==> src/rtl/core/chp_pkg.sv <==
// Shared types and constants of the chained hash table.
package chp_pkg;

    localparam int KEY_W   = 31;
    localparam int DATA_W  = 32;
    localparam int ST_W    = 2;

    localparam int DEF_BUCKETS    = 1021;
    localparam int DEF_POOL_NODES = 1024;

    typedef enum logic [1:0] {
        OP_SEARCH = 2'd0,
        OP_INSERT = 2'd1,
        OP_DELETE = 2'd2,
        OP_NONE   = 2'd3
    } op_t;

    localparam logic [ST_W-1:0] ST_OK   = 2'd0;
    localparam logic [ST_W-1:0] ST_MISS = 2'd1;
    localparam logic [ST_W-1:0] ST_FULL = 2'd2;

    // Write enables toward the table memories.
    typedef struct packed {
        logic head_we;
        logic key_we;
        logic data_we;
        logic link_we;
        logic stack_we;
    } mem_we_t;

endpackage

==> src/rtl/core/chp_rem.sv <==
// Remainder unit: key modulo the bucket count by reciprocal multiplication in three stages.
module chp_rem #(
    parameter int BUCKETS = chp_pkg::DEF_BUCKETS,
    parameter int BW      = 10
) (
    input  logic                      aclk,
    input  logic                      aresetn,
    input  logic                      start,
    input  logic [chp_pkg::KEY_W-1:0] key,
    output logic                      done,
    output logic [BW-1:0]             rem
);
    import chp_pkg::*;

    // (key * RECIP) >> (KEY_W + LW) is the exact quotient for any KEY_W-bit key
    localparam int LW = (BUCKETS > 1) ? $clog2(BUCKETS) : 0;
    localparam int PW = KEY_W + 32;
    localparam logic [63:0] RECIP_FULL =
        ((64'd1 << (KEY_W + LW)) + 64'(BUCKETS) - 64'd1) / 64'(BUCKETS);
    localparam logic [31:0] RECIP   = RECIP_FULL[31:0];
    localparam logic [16:0] DIVISOR = 17'(BUCKETS);

    logic [KEY_W-1:0] key_reg;
    logic [PW-1:0]    prod_reg;
    logic [KEY_W-1:0] quo;
    logic [KEY_W-1:0] qd_reg;
    logic [BW-1:0]    rem_reg;
    logic [2:0]       stage_reg;
    logic             done_reg;

    assign quo = KEY_W'(prod_reg >> (KEY_W + LW));

    always_ff @(posedge aclk) begin
        if (!aresetn) begin
            stage_reg <= '0;
            done_reg  <= 1'b0;
        end else begin
            stage_reg <= {stage_reg[1:0], start};
            done_reg  <= stage_reg[2];
        end
    end

    always_ff @(posedge aclk) begin
        if (start) begin
            key_reg <= key;
        end
        if (stage_reg[0]) begin
            prod_reg <= PW'(key_reg) * PW'(RECIP);
        end
        if (stage_reg[1]) begin
            qd_reg <= KEY_W'(quo * KEY_W'(DIVISOR));
        end
        if (stage_reg[2]) begin
            rem_reg <= BW'(key_reg - qd_reg);
        end
    end

    assign done = done_reg;
    assign rem  = rem_reg;

endmodule

==> config.mk <==
export PLATFORM = sky130hd
export DESIGN_NAME = chp_rem
export DESIGN_NICKNAME = d
export VERILOG_FILES = /design/src/rtl/core/chp_pkg.sv /design/src/rtl/core/chp_rem.sv
export SDC_FILE = /design/constraint.sdc
export NUM_CORES = 1
export LEC_CHECK = 0
export BUFFER_PORTS_ARGS = -buffer_cell sky130_fd_sc_hd__buf_4
export CAP_MARGIN = 15
export CORE_ASPECT_RATIO = 0.9
export CORE_MARGIN = 2
export CORE_UTILIZATION = 55
export CTS_CLUSTER_SIZE = 24
export DETAILED_ROUTE_END_ITERATION = 8
export GPL_ROUTABILITY_DRIVEN = 0
export HOLD_SLACK_MARGIN = 0.12
export PLACE_DENSITY_LB_ADDON = 0.3
export SLEW_MARGIN = 20
export SYNTH_ARGS = -nofsm -noshare
export SYNTH_HDL_FRONTEND = slang
export SYNTH_SLANG_ARGS = --single-unit
==> constraint.sdc <==
create_clock -name aclk -period 7.1 [get_ports aclk]
set_input_delay 0.355 -clock aclk [delete_from_list [all_inputs] [get_ports aclk]]
set_output_delay 0.355 -clock aclk [all_outputs]
set_load 0.01 [all_outputs]
-- After elaboration in Yosys (flattened, before gate mapping)
Cells that the tools add are included.
- register bits after elaboration: 118
- $add $sub $neg: 1
- multiply operators: 2
- operators by type and width (operator ; number):
    $mul 31x32->63 const B ; 1
    $mul 22x10->10 const B ; 1
    $sub 10x10->10 ; 1

-- Depth between registers and ports, before layout
Gate-level depths: netlist of the first run.
- depth in word-level cells: 1
- gate-level depth with buffers: 25
- gate-level depth less buffers: 25

-- Worst setup path after synthesis of the first run
No wires, ideal clock.
- path kind: flip-flop to flip-flop
- from: register key_reg[28]
- to: register prod_reg[50], data pin
- data arrival time: 6.208 ns
- setup slack: 0.629 ns
- period minus slack after synthesis: 6.471 ns
- library setup time: 0.263 ns
- stages on the path, launching flop included: 24
- buffers on the path: 0
- cell sequence: edfxtp_1 fa_1 inv_1 fa_1 inv_1 fa_1 inv_1 fa_1 fa_1 inv_1 fa_1 inv_1 fa_1 inv_1 ha_1 ha_1 a21oi_1 o21ai_1 nor4_1 o221ai_1 a21oi_1 o21ai_1 o41ai_2 xnor2_1
- word-level cells in the longest chain between the ends: 1
- ends and longest elaborated chain (what ; line ; RTL):
    start, declared ; chp_rem.sv:23 ; logic [KEY_W-1:0] key_reg;
    start signal, assigned ; chp_rem.sv:45 ; key_reg <= key;
    $mul 31x32->63 ; chp_rem.sv:48 ; prod_reg <= PW'(key_reg) * PW'(RECIP);
    end signal, assigned ; chp_rem.sv:48 ;
    end, declared ; chp_rem.sv:24 ; logic [PW-1:0] prod_reg;
Every way passes these cells.
A chain may end at the register's enable or synchronous reset.

-- Worst setup path after layout of the first run
Same ends and word-level chain as after synthesis.

==> results.cfg, run 1 <==
[status]
status = finished, final reports clean

[yosys]
synth_area_um2 = 13700
ys_ff_latch = 65
synth-compound-area-share_pct = 4.98
synth_simple_gate_area_share_pct = 3.40
synth_fa_ha_area_share_pct = 63.2
muxShareOfSynthArea_pct = 0
synth_edf_count = 61
synth_top_family_by_area = adder cells
yosysUniqueCellTypes = 48
avgSynthCellArea_um2 = 10.6
synth_top_area_cell = ha_1
synth-async-reset-ratio_pct = 0
netlist_instances = 1298
yosysTopAreaCellShare_pct = 32.5
synth.net_count = 1898
yosysWarnings = 0
ys_seq_area_share_pct = 14.0
synth_xor_area_share_pct = 2.62
synth_top_flop_cell = edfxtp_1
synth.area.top_cells = ha_1 33%, fa_1 31%, edfxtp_1 13%, inv_1 12%, xnor2_1 1.9%

[sta]
skew_ps = 11.9
setup_ws_ps = 355
fin_crit_ps = 6750
hold_viol = 0
worst_pin_slew_ps = 740
maxSlewViolCount = 0
max_freq_mhz = 148
final.setup.tns_ps = 0
period_share_pct = 95.0
relSlewSlack_pct = 50.7
setup_viol = 0
rsz0062_at_grt = no

[finish]
drive_above_1_share_pct = 7.15
areaGrowthSynthToFinish_pct = 9.31
antenna_cells = 0
largest_reg_flops = 31
final_cells = 1692
fin_nets = 1979
fin_area_um2 = 15000

[placement]
detailed_place_hpwl_um = 27100
io_buffers = 44
postPlaceCellArea_um2 = 14500
dp.cells = 1663
pre_cts_ws_ps = 293

[job]
drv_cap = 0

[worst_setup_path]
crit_type = register to register
worst-r2r-cell-count = 24
cp_max_fo = 5
r2r_setup_slack_ps = 350
cp.arrival_ps = 6830
crit_required_ps = 7190
r2r-start = key_reg[28]
cpMostUsedCell = fa_1
cp_slowest_stage_delay_ps = 550
end_kind = register
rr_endpoint = prod_reg[50]
crit_chain = fa_1 > inv_1 > fa_1 > inv_1 > fa_1 > inv_1 > fa_1 > fa_1 > inv_1 > fa_1 > inv_1 > fa_1 > inv_1 > ha_1 > ha_4 > a21oi_2 > o21ai_1 > nor4_1 > o221ai_1 > a21oi_1 > buf_4 > o21ai_1 > o41ai_2 > xnor2_1
cp-start-kind = register
crit_path_top_delay_cell = fa_1

[clock_tree]
clkTransAtPathRegs_ps = 60
htree_levels = 3
cts_root_buf = clkbuf_16
cts.path.max_buffers = 2
clock-sinks = 65
cts_buffers = 9
worstSkewPairLatency_ps = 350
cts_tree = built

[route]
post_drt_wl_per_cell_um = 18.0
dr.pass1.iters = 5
vias = 8942
vias_per_cell = 5.28
routed_wl_um = 30400
drtIter0Drc = 464
antenna_left = 0
drc = 0

[floorplanning]
core-area_um2 = 24300
dieArea_um2 = 26200
pin_count = 45
fp-row-count = 54
die_h_um = 154
initial_core_util_pct = 56.3
fp.dieW_um = 170

[hold_path]
hold_class = input port to register
hold_start = key[20]
hold_depth = 1
whs_endpoint = key_reg[20]

[global_route]
grt_pass1_vias = 9221
grt_usage_pct = 24.5
antenna_found_initial = 0
grt_first_pass_wirelength_um = 48000
overflow = 0
grt_max_degree = 33
[per-stage QoR]
step                hold slack, ps  utilization, %
floorplan                      454               -
global placement               533            59.7
detailed placement             534            59.7
CTS                            173            61.0
global route                   168            61.5
finish                         179            61.5
[critical path: cells and delay by family (launching register included)]
family,cells,cell delay (ps)
AO/OA/AOI/OAI,6,990
XOR/XNOR,1,110
adder cells (fa/ha/maj),9,4140
buffers and inverters,7,530
flip-flops,1,420
AND/OR/NAND/NOR,1,270
[layer usage]
layer	up-vias	share of wire, %	GRT usage (%)
li1	4249	-	-
met1	4419	45	34.6
met2	241	47	40.5
met3	33	5.7	3.73
met4	0	2.0	4.76
met5	-	0	0
[cell families (layout without fill, tap and decap cells)]
family,Yosys count,in the layout
flip-flops,65,65
AO/OA/AOI/OAI,102,102
XOR/XNOR,41,41
AND/OR/NAND/NOR,93,93
buffers and inverters,431,517
adder cells (fa/ha/maj),566,566
[cell type report]
cell class                      instances  area [µm²]
Clock buffer                           10         239
Timing Repair Buffer                   72         541
Sequential cell                        65        1910
Inverter                              429        1610
Fill cell                            1983        9350
Clock inverter                          6        90.1
Tap cell                              308         385
Multi-Input combinational cell        802       10200
[synthesized netlist by cell type, drive strengths merged (2+ instances only)]
| library cell | count |
|---|---|
| nand2 | 25 |
| o21a | 2 |
| xor2 | 12 |
| nand4 | 8 |
| o221ai | 2 |
| dfxtp | 4 |
| nor4 | 5 |
| a2111oi | 2 |
| a21oi | 37 |
| a21boi | 3 |
| and3 | 3 |
| nand3 | 8 |
| edfxtp | 61 |
| o211ai | 3 |
| nor2 | 21 |
| o21ai | 19 |
| and2 | 5 |
| o311ai | 2 |
| a21o | 13 |
| inv | 429 |
| o21bai | 4 |
| xnor2 | 29 |
| ha | 356 |
| a211oi | 2 |
| nor3 | 8 |
| fa | 210 |
| or3 | 2 |
| nor2b | 5 |
| a31oi | 4 |
| o311a | 2 |
[layout by cell type (no fill, tap or decap), types with 3 or more instances in the layout]
cell type and instances:
a21o_1 13, a21oi_1 35, a31oi_1 4, and2_1 5, and3_1 3, buf_4 72
clkbuf_16 9, dfxtp_1 4, edfxtp_1 61, fa_1 210, ha_1 354, inv_1 429
nand2_1 25, nand3_1 8, nand4_1 8, nor2_1 21, nor2b_1 5, nor3_1 8
nor4_1 4, o21ai_0 16, o21ai_1 3, o21bai_1 4, xnor2_1 29, xor2_1 12
[what timing repair did]
item,in CTS,in global routing
endpoints found under the hold margin,0,0
hold buffers,0,0
resized for setup,0,3
setup buffers,0,13
setup endpoints to repair,0,3
[worst max-delay path by stage]
stage | cells past startpoint | to | from
final | 24 | prod_reg[50] | key_reg[28]
after global routing | 24 | prod_reg[50] | key_reg[28]
after CTS | 24 | prod_reg[50] | key_reg[30]
after detailed placement | 21 | prod_reg[43] | key_reg[30]
after global placement | 21 | prod_reg[43] | key_reg[30]
after floorplan | 23 | prod_reg[50] | key_reg[28]
Power of run 1 is left out: the tool's default activity adds up to more than one toggle a clock period on the data nets, which glitch-free logic cannot reach.
==> run 2, diff against run 1 <==
--- a/config.mk
+++ b/config.mk
@@ -5,7 +5,7 @@
 export SDC_FILE = /design/constraint.sdc
 export NUM_CORES = 1
 export LEC_CHECK = 0
-export BUFFER_PORTS_ARGS = -buffer_cell sky130_fd_sc_hd__buf_4
+export BUFFER_PORTS_ARGS = -buffer_cell sky130_fd_sc_hd__clkbuf_2
 export CAP_MARGIN = 15
 export CORE_ASPECT_RATIO = 0.9
 export CORE_MARGIN = 2
==> run 2 against run 1 <==
Critical path depth stayed put. Non-clock buffer count is 4 lower. Global-route usage is 0.39 points higher. Sequential share of layout area is 0.14 points higher. Clock skew is 3.6 ps lower. Die area stayed put. Final cell count is 0.24% lower. Setup slack worse by 110 ps. Fmax is 1.6% lower. Hold slack hardly changed.
==> results.cfg, run 2 (synthesized netlist as in run 1, its figures left out) <==
[route]
antenna_left = 0
vias = 8888
drc = 0
vias_per_cell = 5.27
drtIter0Drc = 397
post_drt_wl_per_cell_um = 18.2
dr.pass1.iters = 5
routed_wl_um = 30800

[finish]
antenna_cells = 0
post-route-util_pct = 60.9
most-common-layout-cells = 429 x inv_1, 356 x ha_1, 210 x fa_1, 61 x edfxtp_1, 44 x clkbuf_2
largest_reg_flops = 31
fin_nets = 1975
layout_commonest_cell = inv_1
drive_above_1_share_pct = 6.74
areaGrowthSynthToFinish_pct = 8.10
fin_area_um2 = 14800
fillCellCount = 1992

[status]
status = finished, final reports clean

[hold_path]
hold_class = input port to register

[worst_setup_path]
crit_type = register to register
end_kind = register
cp.arrival_ps = 6950
cp-start-kind = register
cp_max_fo = 5
crit_required_ps = 7190

[clock_tree]
clock-sinks = 65
cts_root_buf = clkbuf_16
htree_levels = 3
cts-hold-fix-buffers = 0
cts_tree = built
cts.path.max_buffers = 2
cts_buffers = 9
worstSkewPairLatency_ps = 350
clkTransAtPathRegs_ps = 60

[floorplanning]
dieArea_um2 = 26200
fp-row-count = 54
die_h_um = 154
fp.dieW_um = 170
initial_core_util_pct = 56.3
core-area_um2 = 24300
pin_count = 45

[sta]
maxSlewViolCount = 0
setup_viol = 0
relSlewSlack_pct = 40.2
hold-worst-slack_ps = 179
fin_crit_ps = 6860
hold_viol = 0
final.setup.tns_ps = 0
worst_pin_slew_ps = 897
period_share_pct = 96.6
skew_ps = 8.24
max_freq_mhz = 146

[placement]
postPlaceCellArea_um2 = 14400
detailed_place_hpwl_um = 27500
io_buffers = 44

[global_route]
grt_pass1_vias = 9507
grt_first_pass_wirelength_um = 48600
overflow = 0
grt_max_degree = 33
grt_usage_pct = 24.9
antenna_found_initial = 0

[job]
drv_cap = 0
run 2: changes by cell type in the layout (fill, tap and decap cells not counted):
cell	before	now
clkbuf_2	0	44
buf_4	72	24
ha_1	354	356
ha_4	2	0
run 2: worst paths after layout:
kind	cells after the start	startpoint	slack, ps	end
max	24	key_reg[30]	240	prod_reg[50]
min	1	key[13]	180	key_reg[13]
max reg2reg	24	key_reg[30]	240	prod_reg[50]
min reg2reg	0	stage_reg[2]	660	rem[7]
run 2: metal layers:
layer,vias to the layer above,wire length [µm],global-route usage (%)
li1,4234,-,-
met4,0,564,5.49
met1,4401,13400,33.1
met3,35,1800,4.81
met5,-,0,0
met2,218,15000,42.4
run 2: what timing repair did:
action,4_1_cts,5_1_grt
resized for setup,0,1
endpoints found under the setup margin,0,4
setup buffers,0,5
run 2: layout make-up:
type / count / area, µm² / share of cell area [%]
Multi-Input combinational cell: 802 / 10200 / 68.7
Sequential cell: 65 / 1910 / 12.9
Inverter: 429 / 1610 / 10.9
Timing Repair Buffer: 68 / 400 / 2.70
Tap cell: 308 / 385 / 2.60
Clock buffer: 10 / 239 / 1.61
Clock inverter: 6 / 90.1 / 0.608
run 2: critical path: stages (launching register included):
cell and delay [ps]:
edfxtp_1 480, fa_1 520, inv_1 70, fa_1 540, inv_1 70, fa_1 410
inv_1 80, fa_1 440, fa_1 540, inv_1 50, fa_1 520, inv_1 60
fa_1 530, inv_1 40, ha_1 300, ha_1 380, a21oi_2 180, o21ai_1 120
nor4_1 320, o221ai_1 150, a21oi_1 160, buf_4 180, o21ai_1 110, o41ai_2 250
xnor2_1 90
run 2: stage by stage:
step                      setup slack (ps)  instances
final                                  244       1688
after global routing                 -5.68       1688
after CTS                              154       1683
after detailed placement               204       1667
after global placement                 367       1667
after floorplan                        629       1298
Power of run 2 is left out for the same reason.
